<file path="config.mk">
export PLATFORM = sky130hd
export DESIGN_NAME = rolling_hash_pattern_matcher_unit
export DESIGN_NICKNAME = d
export VERILOG_FILES = /design/src/rtl/core/rhpm_pkg.sv /design/src/rtl/core/rhpm_front.sv /design/src/rtl/core/rhpm_queue.sv /design/src/rtl/core/rhpm_back.sv /design/src/rtl/core/rolling_hash_pattern_matcher_unit.sv
export VERILOG_INCLUDE_DIRS = /design/src /design/src/rtl/core
export SDC_FILE = /design/constraint.sdc
export NUM_CORES = 1
export LEC_CHECK = 0
export BUFFER_PORTS_ARGS = -buffer_cell sky130_fd_sc_hd__buf_2
export CORE_AREA = 2 2 204 206
export CTS_CLUSTER_DIAMETER = 150
export CTS_CLUSTER_SIZE = 25
export DETAILED_ROUTE_END_ITERATION = 6
export DIE_AREA = 0 0 206 208
export HOLD_SLACK_MARGIN = 0.1
export PLACE_DENSITY = 0.73
export SLEW_MARGIN = 20
export SYNTH_ARGS = -nofsm -noshare
export SYNTH_HDL_FRONTEND = slang
export SYNTH_SLANG_ARGS = --single-unit
</file>
<file path="constraint.sdc">
create_clock -name i_clk -period 39.7 [get_ports i_clk]
set_input_delay 3.97 -clock i_clk [delete_from_list [all_inputs] [get_ports i_clk]]
set_output_delay 3.97 -clock i_clk [all_outputs]
set_load 0.01 [all_outputs]
</file>
<file path="src/rtl/core/assert_macros.svh">
// Assertion macros used by the matcher back end.
`ifndef ASSERT_MACROS_SVH
`define ASSERT_MACROS_SVH

`define RHPM_ASSERT(label, clk, rst_n, expr) \
    label: assert property (@(posedge clk) disable iff (!rst_n) (expr)) \
        else $error("assertion failed");

`define RHPM_ASSERT_IMP(label, clk, rst_n, ante, cons) \
    label: assert property (@(posedge clk) disable iff (!rst_n) (ante) |-> (cons)) \
        else $error("implication failed");

`define RHPM_ASSERT_NEXT(label, clk, rst_n, ante, cons) \
    label: assert property (@(posedge clk) disable iff (!rst_n) (ante) |=> (cons)) \
        else $error("next-cycle check failed");

`endif

</file>
<file path="src/rtl/core/rhpm_pkg.sv">
`default_nettype none

package rhpm_pkg;

    localparam int MAX_PATTERN   = 32;
    localparam int PAT_LEN_BITS  = $clog2(MAX_PATTERN + 1);
    localparam int POSITION_BITS = 16;
    localparam int OUT_POS_BITS  = 16;
    localparam logic [POSITION_BITS-1:0] POS_MAX = '1;

    localparam int QUEUE_DEPTH = 2;
    localparam int QPTR_BITS   = $clog2(QUEUE_DEPTH);
    localparam int QCNT_BITS   = $clog2(QUEUE_DEPTH + 1);

    typedef logic [7:0] t_byte;
    typedef logic [1:0] t_kind;

    localparam t_kind KIND_PAT       = 2'd0;
    localparam t_kind KIND_PAT_LAST  = 2'd1;
    localparam t_kind KIND_TEXT      = 2'd2;
    localparam t_kind KIND_TEXT_LAST = 2'd3;

    typedef struct packed {
        t_kind kind;
        t_byte data;
    } t_item;

endpackage

`default_nettype wire

</file>
<file path="src/rtl/core/rhpm_front.sv">
`default_nettype none

module rhpm_front (
    input  wire                 i_clk,
    input  wire                 i_rst_n,
    input  wire                 i_valid,
    output logic                o_stall,
    input  wire                 i_func,
    input  wire  [7:0]          i_data_byte,
    input  wire                 i_last,
    output logic                o_item_valid,
    output rhpm_pkg::t_item     o_item,
    input  wire                 i_item_stall
);

    logic            r_valid;
    logic            n_valid;
    rhpm_pkg::t_item r_item;
    rhpm_pkg::t_kind w_kind;
    logic            w_take;

    assign o_stall      = r_valid && i_item_stall;
    assign w_take       = i_valid && !o_stall;
    assign o_item_valid = r_valid;
    assign o_item       = r_item;

    always_comb begin
        unique case ({i_func, i_last})
            2'b00: w_kind = rhpm_pkg::KIND_PAT;
            2'b01: w_kind = rhpm_pkg::KIND_PAT_LAST;
            2'b10: w_kind = rhpm_pkg::KIND_TEXT;
            2'b11: w_kind = rhpm_pkg::KIND_TEXT_LAST;
            default: w_kind = rhpm_pkg::KIND_PAT;
        endcase
    end

    always_comb begin
        n_valid = r_valid;
        if (w_take) begin
            n_valid = 1'b1;
        end else if (!i_item_stall) begin
            n_valid = 1'b0;
        end
    end

    always_ff @(posedge i_clk) begin
        if (!i_rst_n) begin
            r_valid <= 1'b0;
        end else begin
            r_valid <= n_valid;
        end
    end

    always_ff @(posedge i_clk) begin
        if (w_take) begin
            r_item.kind <= w_kind;
            r_item.data <= i_data_byte;
        end
    end

endmodule

`default_nettype wire

</file>
<file path="src/rtl/core/rhpm_queue.sv">
`default_nettype none

module rhpm_queue (
    input  wire                 i_clk,
    input  wire                 i_rst_n,
    input  wire                 i_push_valid,
    input  rhpm_pkg::t_item     i_push_item,
    output logic                o_push_stall,
    output logic                o_pop_valid,
    output rhpm_pkg::t_item     o_pop_item,
    input  wire                 i_pop_stall
);

    rhpm_pkg::t_item                 r_mem [rhpm_pkg::QUEUE_DEPTH];
    logic [rhpm_pkg::QPTR_BITS-1:0]  r_wr_ptr;
    logic [rhpm_pkg::QPTR_BITS-1:0]  r_rd_ptr;
    logic [rhpm_pkg::QCNT_BITS-1:0]  r_cnt;
    logic                            w_push;
    logic                            w_pop;

    assign o_push_stall = (r_cnt == rhpm_pkg::QCNT_BITS'(rhpm_pkg::QUEUE_DEPTH));
    assign o_pop_valid  = (r_cnt != '0);
    assign o_pop_item   = r_mem[r_rd_ptr];
    assign w_push       = i_push_valid && !o_push_stall;
    assign w_pop        = o_pop_valid && !i_pop_stall;

    always_ff @(posedge i_clk) begin
        if (!i_rst_n) begin
            r_wr_ptr <= '0;
            r_rd_ptr <= '0;
            r_cnt    <= '0;
        end else begin
            if (w_push) begin
                r_wr_ptr <= r_wr_ptr + rhpm_pkg::QPTR_BITS'(1);
            end
            if (w_pop) begin
                r_rd_ptr <= r_rd_ptr + rhpm_pkg::QPTR_BITS'(1);
            end
            if (w_push && !w_pop) begin
                r_cnt <= r_cnt + rhpm_pkg::QCNT_BITS'(1);
            end else if (w_pop && !w_push) begin
                r_cnt <= r_cnt - rhpm_pkg::QCNT_BITS'(1);
            end
        end
    end

    always_ff @(posedge i_clk) begin
        if (w_push) begin
            r_mem[r_wr_ptr] <= i_push_item;
        end
    end

endmodule

`default_nettype wire

</file>
<file path="src/rtl/core/rhpm_back.sv">
`default_nettype none

`include "assert_macros.svh"

module rhpm_back (
    input  wire                 i_clk,
    input  wire                 i_rst_n,
    input  wire                 i_item_valid,
    input  rhpm_pkg::t_item     i_item,
    output logic                o_item_stall,
    output logic                o_valid,
    input  wire                 i_stall,
    output logic [15:0]         o_match_position,
    output logic                o_is_match,
    output logic                o_end_of_text
);

    rhpm_pkg::t_byte                          r_pat [rhpm_pkg::MAX_PATTERN];
    rhpm_pkg::t_byte                          n_pat [rhpm_pkg::MAX_PATTERN];
    rhpm_pkg::t_byte                          r_win [rhpm_pkg::MAX_PATTERN];
    rhpm_pkg::t_byte                          n_win [rhpm_pkg::MAX_PATTERN];
    logic [rhpm_pkg::PAT_LEN_BITS-1:0]        r_len;
    logic [rhpm_pkg::PAT_LEN_BITS-1:0]        n_len;
    logic                                     r_loading;
    logic                                     n_loading;
    logic                                     r_ovf;
    logic                                     n_ovf;
    logic                                     r_pvalid;
    logic                                     n_pvalid;
    logic [rhpm_pkg::POSITION_BITS-1:0]       r_count;
    logic [rhpm_pkg::POSITION_BITS-1:0]       n_count;
    logic                                     r_out_valid;
    logic                                     n_out_valid;
    logic [rhpm_pkg::OUT_POS_BITS-1:0]        r_out_pos;
    logic                                     r_out_match;
    logic                                     r_out_eot;

    logic                                     w_fire;
    logic                                     w_res_valid;
    logic [rhpm_pkg::POSITION_BITS-1:0]       w_res_pos;
    logic                                     w_res_match;
    logic                                     w_res_eot;

    assign o_item_stall     = r_out_valid && i_stall;
    assign w_fire           = i_item_valid && !o_item_stall;
    assign o_valid          = r_out_valid;
    assign o_match_position = r_out_pos;
    assign o_is_match       = r_out_match;
    assign o_end_of_text    = r_out_eot;

    always_comb begin
        logic [rhpm_pkg::PAT_LEN_BITS-1:0] len_eff;
        logic                              ovf_eff;
        logic                              same;
        logic                              filled;
        logic                              is_last;

        n_pat       = r_pat;
        n_win       = r_win;
        n_len       = r_len;
        n_loading   = r_loading;
        n_ovf       = r_ovf;
        n_pvalid    = r_pvalid;
        n_count     = r_count;
        w_res_valid = 1'b0;
        w_res_pos   = '0;
        w_res_match = 1'b0;
        w_res_eot   = 1'b0;
        len_eff     = r_loading ? r_len : '0;
        ovf_eff     = r_loading ? r_ovf : 1'b0;
        same        = 1'b1;
        filled      = 1'b0;
        is_last     = (i_item.kind == rhpm_pkg::KIND_PAT_LAST) ||
                      (i_item.kind == rhpm_pkg::KIND_TEXT_LAST);

        if (w_fire) begin
            unique case (i_item.kind) inside
                rhpm_pkg::KIND_PAT, rhpm_pkg::KIND_PAT_LAST: begin
                    if (!r_loading) begin
                        n_pvalid = 1'b0;
                        n_count  = '0;
                    end
                    n_loading = 1'b1;
                    n_ovf     = ovf_eff;
                    n_len     = len_eff;
                    if (len_eff < rhpm_pkg::PAT_LEN_BITS'(rhpm_pkg::MAX_PATTERN)) begin
                        n_pat[0] = i_item.data;
                        for (int j = 1; j < rhpm_pkg::MAX_PATTERN; j++) begin
                            n_pat[j] = r_pat[j-1];
                        end
                        n_len = len_eff + rhpm_pkg::PAT_LEN_BITS'(1);
                    end else begin
                        n_ovf = 1'b1;
                    end
                    if (is_last) begin
                        n_loading = 1'b0;
                        n_pvalid  = !n_ovf;
                    end
                end
                rhpm_pkg::KIND_TEXT, rhpm_pkg::KIND_TEXT_LAST: begin
                    n_loading = 1'b0;
                    if (r_loading) begin
                        n_pvalid = 1'b0;
                    end
                    if (r_pvalid && !r_loading) begin
                        n_win[0] = i_item.data;
                        for (int j = 1; j < rhpm_pkg::MAX_PATTERN; j++) begin
                            n_win[j] = r_win[j-1];
                        end
                        for (int j = 0; j < rhpm_pkg::MAX_PATTERN; j++) begin
                            if ((rhpm_pkg::PAT_LEN_BITS'(j) < r_len) &&
                                (n_win[j] != r_pat[j])) begin
                                same = 1'b0;
                            end
                        end
                        filled = (({1'b0, r_count} + (rhpm_pkg::POSITION_BITS + 1)'(1)) >=
                                  (rhpm_pkg::POSITION_BITS + 1)'(r_len));
                        w_res_match = same && filled;
                    end
                    if (r_count != rhpm_pkg::POS_MAX) begin
                        n_count = r_count + rhpm_pkg::POSITION_BITS'(1);
                    end
                    if (is_last) begin
                        n_count = '0;
                    end
                    if (w_res_match) begin
                        if (r_count == rhpm_pkg::POS_MAX) begin
                            w_res_pos = rhpm_pkg::POS_MAX;
                        end else begin
                            w_res_pos = r_count + rhpm_pkg::POSITION_BITS'(1) -
                                        rhpm_pkg::POSITION_BITS'(r_len);
                        end
                    end
                    w_res_eot   = is_last;
                    w_res_valid = w_res_match || is_last;
                end
                default: begin
                    n_loading = r_loading;
                end
            endcase
        end
    end

    always_comb begin
        n_out_valid = r_out_valid;
        if (w_fire && w_res_valid) begin
            n_out_valid = 1'b1;
        end else if (!i_stall) begin
            n_out_valid = 1'b0;
        end
    end

    always_ff @(posedge i_clk) begin
        if (!i_rst_n) begin
            r_len       <= '0;
            r_loading   <= 1'b0;
            r_ovf       <= 1'b0;
            r_pvalid    <= 1'b0;
            r_count     <= '0;
            r_out_valid <= 1'b0;
        end else begin
            r_len       <= n_len;
            r_loading   <= n_loading;
            r_ovf       <= n_ovf;
            r_pvalid    <= n_pvalid;
            r_count     <= n_count;
            r_out_valid <= n_out_valid;
        end
    end

    always_ff @(posedge i_clk) begin
        r_pat <= n_pat;
        r_win <= n_win;
        if (w_fire && w_res_valid) begin
            r_out_pos   <= rhpm_pkg::OUT_POS_BITS'(w_res_pos);
            r_out_match <= w_res_match;
            r_out_eot   <= w_res_eot;
        end
    end

    `RHPM_ASSERT(a_len_bound, i_clk, i_rst_n,
        r_len <= rhpm_pkg::PAT_LEN_BITS'(rhpm_pkg::MAX_PATTERN))
    `RHPM_ASSERT_IMP(a_valid_pattern, i_clk, i_rst_n, r_pvalid,
        !r_loading && (r_len != '0))
    `RHPM_ASSERT_IMP(a_result_reason, i_clk, i_rst_n, r_out_valid && !r_out_eot,
        r_out_match)
    `RHPM_ASSERT_NEXT(a_text_end_clears, i_clk, i_rst_n,
        w_fire && (i_item.kind == rhpm_pkg::KIND_TEXT_LAST), r_count == '0)

endmodule

`default_nettype wire

</file>
<file path="src/rtl/core/rolling_hash_pattern_matcher_unit.sv">
// Path: a byte accepted at the input passes the input register, the transaction queue
// and the match stage with its output register before it reaches the outputs; a stall
// from the receiver can hold it in any of these.
// Throughput: one byte per cycle unless stalled; shift and compare are combinational.
// Reset: synchronous, active low; clears pattern length, flags, text count and
// all valid bits. Pattern and window bytes are not cleared.
`default_nettype none

module rolling_hash_pattern_matcher_unit (
    input  wire          i_clk,
    input  wire          i_rst_n,
    input  wire          i_valid,
    output logic         o_stall,
    input  wire          i_func,
    input  wire  [7:0]   i_data_byte,
    input  wire          i_last,
    output logic         o_valid,
    input  wire          i_stall,
    output logic [15:0]  o_match_position,
    output logic         o_is_match,
    output logic         o_end_of_text
);

    logic            w_fq_valid;
    rhpm_pkg::t_item w_fq_item;
    logic            w_fq_stall;
    logic            w_qb_valid;
    rhpm_pkg::t_item w_qb_item;
    logic            w_qb_stall;

    rhpm_front u_front (
        .i_clk        (i_clk),
        .i_rst_n      (i_rst_n),
        .i_valid      (i_valid),
        .o_stall      (o_stall),
        .i_func       (i_func),
        .i_data_byte  (i_data_byte),
        .i_last       (i_last),
        .o_item_valid (w_fq_valid),
        .o_item       (w_fq_item),
        .i_item_stall (w_fq_stall)
    );

    rhpm_queue u_queue (
        .i_clk        (i_clk),
        .i_rst_n      (i_rst_n),
        .i_push_valid (w_fq_valid),
        .i_push_item  (w_fq_item),
        .o_push_stall (w_fq_stall),
        .o_pop_valid  (w_qb_valid),
        .o_pop_item   (w_qb_item),
        .i_pop_stall  (w_qb_stall)
    );

    rhpm_back u_back (
        .i_clk            (i_clk),
        .i_rst_n          (i_rst_n),
        .i_item_valid     (w_qb_valid),
        .i_item           (w_qb_item),
        .o_item_stall     (w_qb_stall),
        .o_valid          (o_valid),
        .i_stall          (i_stall),
        .o_match_position (o_match_position),
        .o_is_match       (o_is_match),
        .o_end_of_text    (o_end_of_text)
    );

endmodule

`default_nettype wire

</file>
# Word level (Yosys, flattened, before mapping)
# Memories as Yosys holds them, arrays and structs flattened. A register that Yosys moved wholly into a read port is not among the register bits.
# Cells that the tools add are included.
dict set report totals {
  regBits 563
  ram_bits 20
  input_bits 14
  out_inout_bits 20
  word_cells 302
  memories 1
}
dict set report classes {
  n_addsub 8
  magnitude_cmp 34
  n_eq_ne 47
  muxes 68
  n_reduce_logical 66
}
# memory words width rd rd_ports_with_merged_regs wr line_no
set mem_list {}
lappend mem_list {u_queue.r_mem 2 10 1 1 1 rhpm_queue.sv:14} ;# rhpm_pkg::t_item r_mem [rhpm_pkg::QUEUE_DEPTH];
# cell n
set ops {}
lappend ops {{$ne 8x8->1} 32}
lappend ops {{$lt 5x6->1 const A} 16}
lappend ops {{$mux 16} 4}
lappend ops {{$mux 1} 56}
lappend ops {{$lt 4x6->1 const A} 8}
lappend ops {{$logic_and 1x1->1} 42}
lappend ops {{$pmux 16 s2} 1}
lappend ops {{$lt 3x6->1 const A} 4}
lappend ops {{$add 16x1->17 const B} 1}
lappend ops {{$ge 17x6->1} 1}
lappend ops {{$add 16x1->16 const B} 1}
lappend ops {{$eq 16x16->1 const B} 1}
lappend ops {{$ne 16x16->1 const B} 1}
lappend ops {{$sub 16x6->16} 1}
lappend ops {{$lt 1x6->1 const A} 2}
lappend ops {{$lt 2x6->1 const A} 2}
lappend ops {{$mux 6} 2}
lappend ops {{$eq 2x2->1 const B} 5}
lappend ops {{$reduce_and 3->1} 3}
lappend ops {{$pmux 2 s4} 1}
lappend ops {{$reduce_and 4->1} 2}
lappend ops {{$logic_not 1->1} 7}
lappend ops {{$add 6x1->6 const B} 1}
lappend ops {{$lt 6x6->1 const B} 1}
lappend ops {{15 further kinds} 28}

# Logic depth before layout (Yosys ltp)
dict set report depth {
  depth_word 46
  ltp_mapped 13
  ltp_nobuf 12
}

# Cells and area by module
# Synthesis repeated with hierarchy kept, for this count alone.
dict set report hier_totals {
  hier_cells 1307
  area_unflattened_um2 22323.9
}
# mod instances cells_each area_each_um2 seq_area_each_um2
set by_module_without_submodules {}
lappend by_module_without_submodules {rhpm_back 1 1234 21022.7 16195.5}
lappend by_module_without_submodules {rhpm_queue 1 57 950.9 700.7}
lappend by_module_without_submodules {rhpm_front 1 16 350.3 320.3}

# Worst setup path after synthesis
# OpenSTA, ideal clock, no wires.
dict set report synth_path {
  kind {input to register}
  startpoint {input i_stall}
  endpoint {register u_back.r_out_eot (netlist: u_back.o_end_of_text) (enable)}
  setup_ps 375
  t_arrival_ps 32853
  required_time_ps 39325
  slack_ps 6473
  stages 9
  n_path_buf 1
  path_cell_list {nand2_1 > o21a_1 > clkinv_1 > nor4b_1 > and3b_1 > and4bb_2 > nand4_4 > buf_6 > nand2_1}
}
dict set report synth_via {
  elab_chain_len 5
}
# item line_no
set synth_rtl {}
lappend synth_rtl {{from (decl)} rolling_hash_pattern_matcher_unit.sv:18} ;# input wire i_stall,
lappend synth_rtl {{$logic_and 1x1->1 *} rhpm_back.sv:44} ;# assign o_item_stall = r_out_valid && i_stall;
lappend synth_rtl {{$logic_not 1->1 *} rhpm_back.sv:45} ;# assign w_fire = i_item_valid && !o_item_stall;
lappend synth_rtl {{$logic_and 1x1->1 *} rhpm_back.sv:45}
lappend synth_rtl {{$mux 1} rhpm_back.sv:76} ;# if (w_fire) begin
lappend synth_rtl {{$logic_and 1x1->1 *} rhpm_back.sv:174} ;# if (w_fire && w_res_valid) begin
lappend synth_rtl {{to (signal assigned)} rhpm_back.sv:177} ;# r_out_eot <= w_res_eot;
lappend synth_rtl {{to (decl)} rhpm_back.sv:36} ;# logic r_out_eot;
# Mark *: on every way between the ends. The rest lies on a longest branch, timed or not.
# A chain may end at the register's enable or synchronous reset.

# Worst setup path in the final report
dict set report layout_path {
  startpoint {input i_stall}
  endpoint {register u_back.r_out_pos, in the netlist u_back.o_match_position[5] (enable)}
}
dict set report layout_via {
  elab_chain_len 5
}
# item line_no
set layout_rtl {}
lappend layout_rtl {{$logic_and 1x1->1 *} rhpm_back.sv:44}
lappend layout_rtl {{$logic_not 1->1 *} rhpm_back.sv:45}
lappend layout_rtl {{$logic_and 1x1->1 *} rhpm_back.sv:45}
lappend layout_rtl {{$mux 1} rhpm_back.sv:76}
lappend layout_rtl {{$logic_and 1x1->1 *} rhpm_back.sv:174}
lappend layout_rtl {{to (signal assigned)} rhpm_back.sv:175} ;# r_out_pos <= rhpm_pkg::OUT_POS_BITS'(w_res_pos);
lappend layout_rtl {{to (decl)} rhpm_back.sv:34} ;# logic [rhpm_pkg::OUT_POS_BITS-1:0] r_out_pos;
# Marks and branches as above.

==> results.yml <==
outcome:
  status: "completed"
yosys:
  synth_nets: 1310
  async_flop_share: 0
  ys_ff_latch: 584
  synth_cell_types: 57
  syn_inst: 1286
  synthXorXnorAreaFrac: 0.113
  synth_ff_type: "edfxtp_1"
  syn_area_mm2: 0.0222
  ys_seq_area_frac: 0.777
  synth_edf_count: 552
  synth_top_family_by_area: "XOR/XNOR gates"
  yosys.area_share.simple: 0.0588
  syn_avg_cell_area_um2: 17.2
  synth_mux_area_frac: 0.00694
  synth_compound_area_frac: 0.0314
  ys_warn_count: 0
  synth_fa_ha_area_frac: 0.00598
clock_tree:
  cts_resized: 0
  post_cts_buffers: 0
  clk_path_buf_depth: 3
  clkSlewWorstSetupHoldPaths_ps: 90
  root_buffer: "clkbuf_16"
  ctsHoldBuffers: 0
  worstSkewPairLatency_ps: 590
  cts_tree: "yes"
  numCtsBuffers: 27
  htreeDepth: 1
  clkSinkCount: 584
worst_hold_path:
  min_path_cells: 0
  min_path_type: "reg -> reg"
run:
  maxCapViolations: 0
floorplan:
  dieArea_mm2: 0.0428
  io_pins: 34
  rows: 74
  dieHeight_um: 208
  core-area_mm2: 0.0406
  start_util: 0.546
  die_w_um: 206
place:
  gp_congestion: 0.808
  port_buffers: 33
  hpwl_um: 24400
final_layout:
  drive_above_1_share: 0.0703
  register_area_mm2: 0.0172
  antenna_cells: 0
  fin_nets: 1354
  fin_util: 0.586
  syn2layout_area_growth_pct: 7.19
  multi_input_area_mm2: 0.00480
  fillers: 3063
worst_setup_path:
  critical_path_class: "in -> reg"
  cp.arrival_ps: 7220
  cp-end-kind: "flop"
  reg2reg_depth: 10
  critPathRequiredTime_ps: 39910
  crit_fanout: 174
  start_kind: "input port"
timing:
  slew_viol_final: 0
  max_freq_mhz: 143
  rsz0062_at_grt: "no"
  skew_ps: 21.1
  relSlewSlack: 0.255
  finalSetupViolations: 0
  period_needed_ps: 7010
  fin_setup_tns_ps: 0
  hold_viol_final: 0
  worst_slew_pin_slew_ps: 1120
  finalCritPeriodShare: 0.177
power:
  max-vdd-ir-drop_uv: 42.9
  p_per_area_mw_per_mm2: 58.0
  leakage_nw: 7.45
  total_power_w: 0.00138
detailed_routing:
  viasPerCell: 5.58
  drc: 0
  wirelength_um: 37100
  drt_iter0_drc: 1078
  postRouteAntennaNets: 0
  routedWlPerCell_um: 19.7
  vias: 10500
  first_pass_iters: 5
global_routing:
  grt_pass1_wl_um: 56900
  grt-ovfl-total: 0
  grt_usage: 0.172
  antenna_found_initial: 0
  grt_max_degree: 186
  grt_pass1_vias: 10500
synth_stat cells (5+ instances only):
cell type,number,area [um2]
nand4_1,38,238
clkbuf_1,19,71.3
nor3_1,11,55.1
a31oi_1,7,43.8
o21a_1,5,37.5
mux2_2,11,124
a21oi_2,8,70.1
inv_1,16,60.1
dfxtp_1,32,641
a21oi_1,45,225
and3_1,5,31.3
nand2_1,39,146
ha_1,9,113
o22ai_1,10,62.6
xor2_1,148,1300
o21ai_0,20,100
nor2_1,52,195
nand3_1,18,90.1
edfxtp_1,552,16600
or3_1,7,43.8
xnor2_1,137,1200
nor4_1,38,238
worst max-delay path, stage by stage:
cell	delay, ps
buf_2	90
nand2_1	140
o21a_1	250
clkinv_1	260
nor4b_2	380
buf_12	570
and3b_1	270
and4bb_2	250
nand4_4	290
nand2_1	640
cell usage in the layout (no fill, tap or decap), types with 9 or more instances in the layout:
| master | instances |
|---|---|
| edfxtp_1 | 552 |
| o22ai_1 | 10 |
| nand2_1 | 39 |
| ha_1 | 9 |
| nand4_1 | 38 |
| clkbuf_16 | 27 |
| o21ai_0 | 20 |
| a21oi_1 | 44 |
| inv_1 | 16 |
| xnor2_1 | 137 |
| nor3_1 | 11 |
| dfxtp_1 | 32 |
| mux2_2 | 11 |
| buf_2 | 33 |
| nor4_1 | 38 |
| nand3_1 | 18 |
| xor2_1 | 148 |
| nor2_1 | 52 |
| clkbuf_1 | 21 |
metrics by stage:
| stage | hold WS, ps | instances | area, um2 | worst slack [ps] |
|---|---|---|---|---|
| 2_1_floorplan | 421 | 1286 | 22200 | 6470 |
| 3_3_place_gp | 422 | 1833 | 23000 | 32020 |
| 3_5_place_dp | 432 | 1833 | 23000 | 31960 |
| 4_1_cts | 452 | 1883 | 23800 | 32570 |
| 5_1_grt | 469 | 1883 | 23800 | 32300 |
| 6_report | 452 | 1883 | 23800 | 32690 |
layout make-up:
class | count | share of cell area
Clock buffer | 48 | 0.0318
Clock inverter | 2 | 0.00105
Multi-Input combinational cell | 662 | 0.202
Timing Repair Buffer | 38 | 0.00959
Sequential cell | 584 | 0.725
Tap cell | 532 | 0.0280
Inverter | 17 | 0.00269
sequential cells by signal, indices dropped and copies added, names as in the netlist, 2 cells and up, named ones only:
name / flops
u_back.r_win: 248
u_back.r_len: 6
u_back.o_match_position: 16
u_queue.r_mem: 20
u_back.r_pat: 256
u_back.r_count: 16
u_queue.r_cnt: 2
u_front.o_item: 10
final timing paths:
kind                           from                    endpoint  slack, ps
setup / recovery            i_stall  u_back.o_match_position[5]      32690
setup reg to reg    u_back.r_len[1]  u_back.o_match_position[5]      35410
hold reg to reg   u_front.o_item[3]         u_queue.r_mem[0][3]        450
hold / removal    u_front.o_item[3]         u_queue.r_mem[0][3]        450
power by group:
part           switching [W]  leakage, nW  total [W]  internal [W]
registers          0.0000628         5.32   0.000881      0.000818
logic               0.000124         1.77   0.000190     0.0000654
clock network       0.000176        0.369   0.000308      0.000131
total               0.000364         7.45    0.00138       0.00101
metal layers:
| layer | share of wire | up-vias | global-route usage |
|---|---|---|---|
| met2 | 0.50 | 244 | 0.292 |
| li1 | - | 4915 | - |
| met5 | 0 | - | 0 |
| met3 | 0.058 | 55 | 0.0393 |
| met4 | 0.023 | 0 | 0.0438 |
| met1 | 0.42 | 5285 | 0.225 |
kinds of logic (layout without fill, tap and decap cells):
logic type               count (synthesis)  after routing
flip-flops                             584            584
XOR/XNOR                               285            285
AND/OR/NAND/NOR                        239            239
AO/OA/AOI/OAI                          114            114
buffers and inverters                   40            105
multiplexers                            14             14
adder cells (fa/ha/maj)                 10             10
Power figures use the tool's default switching activity.
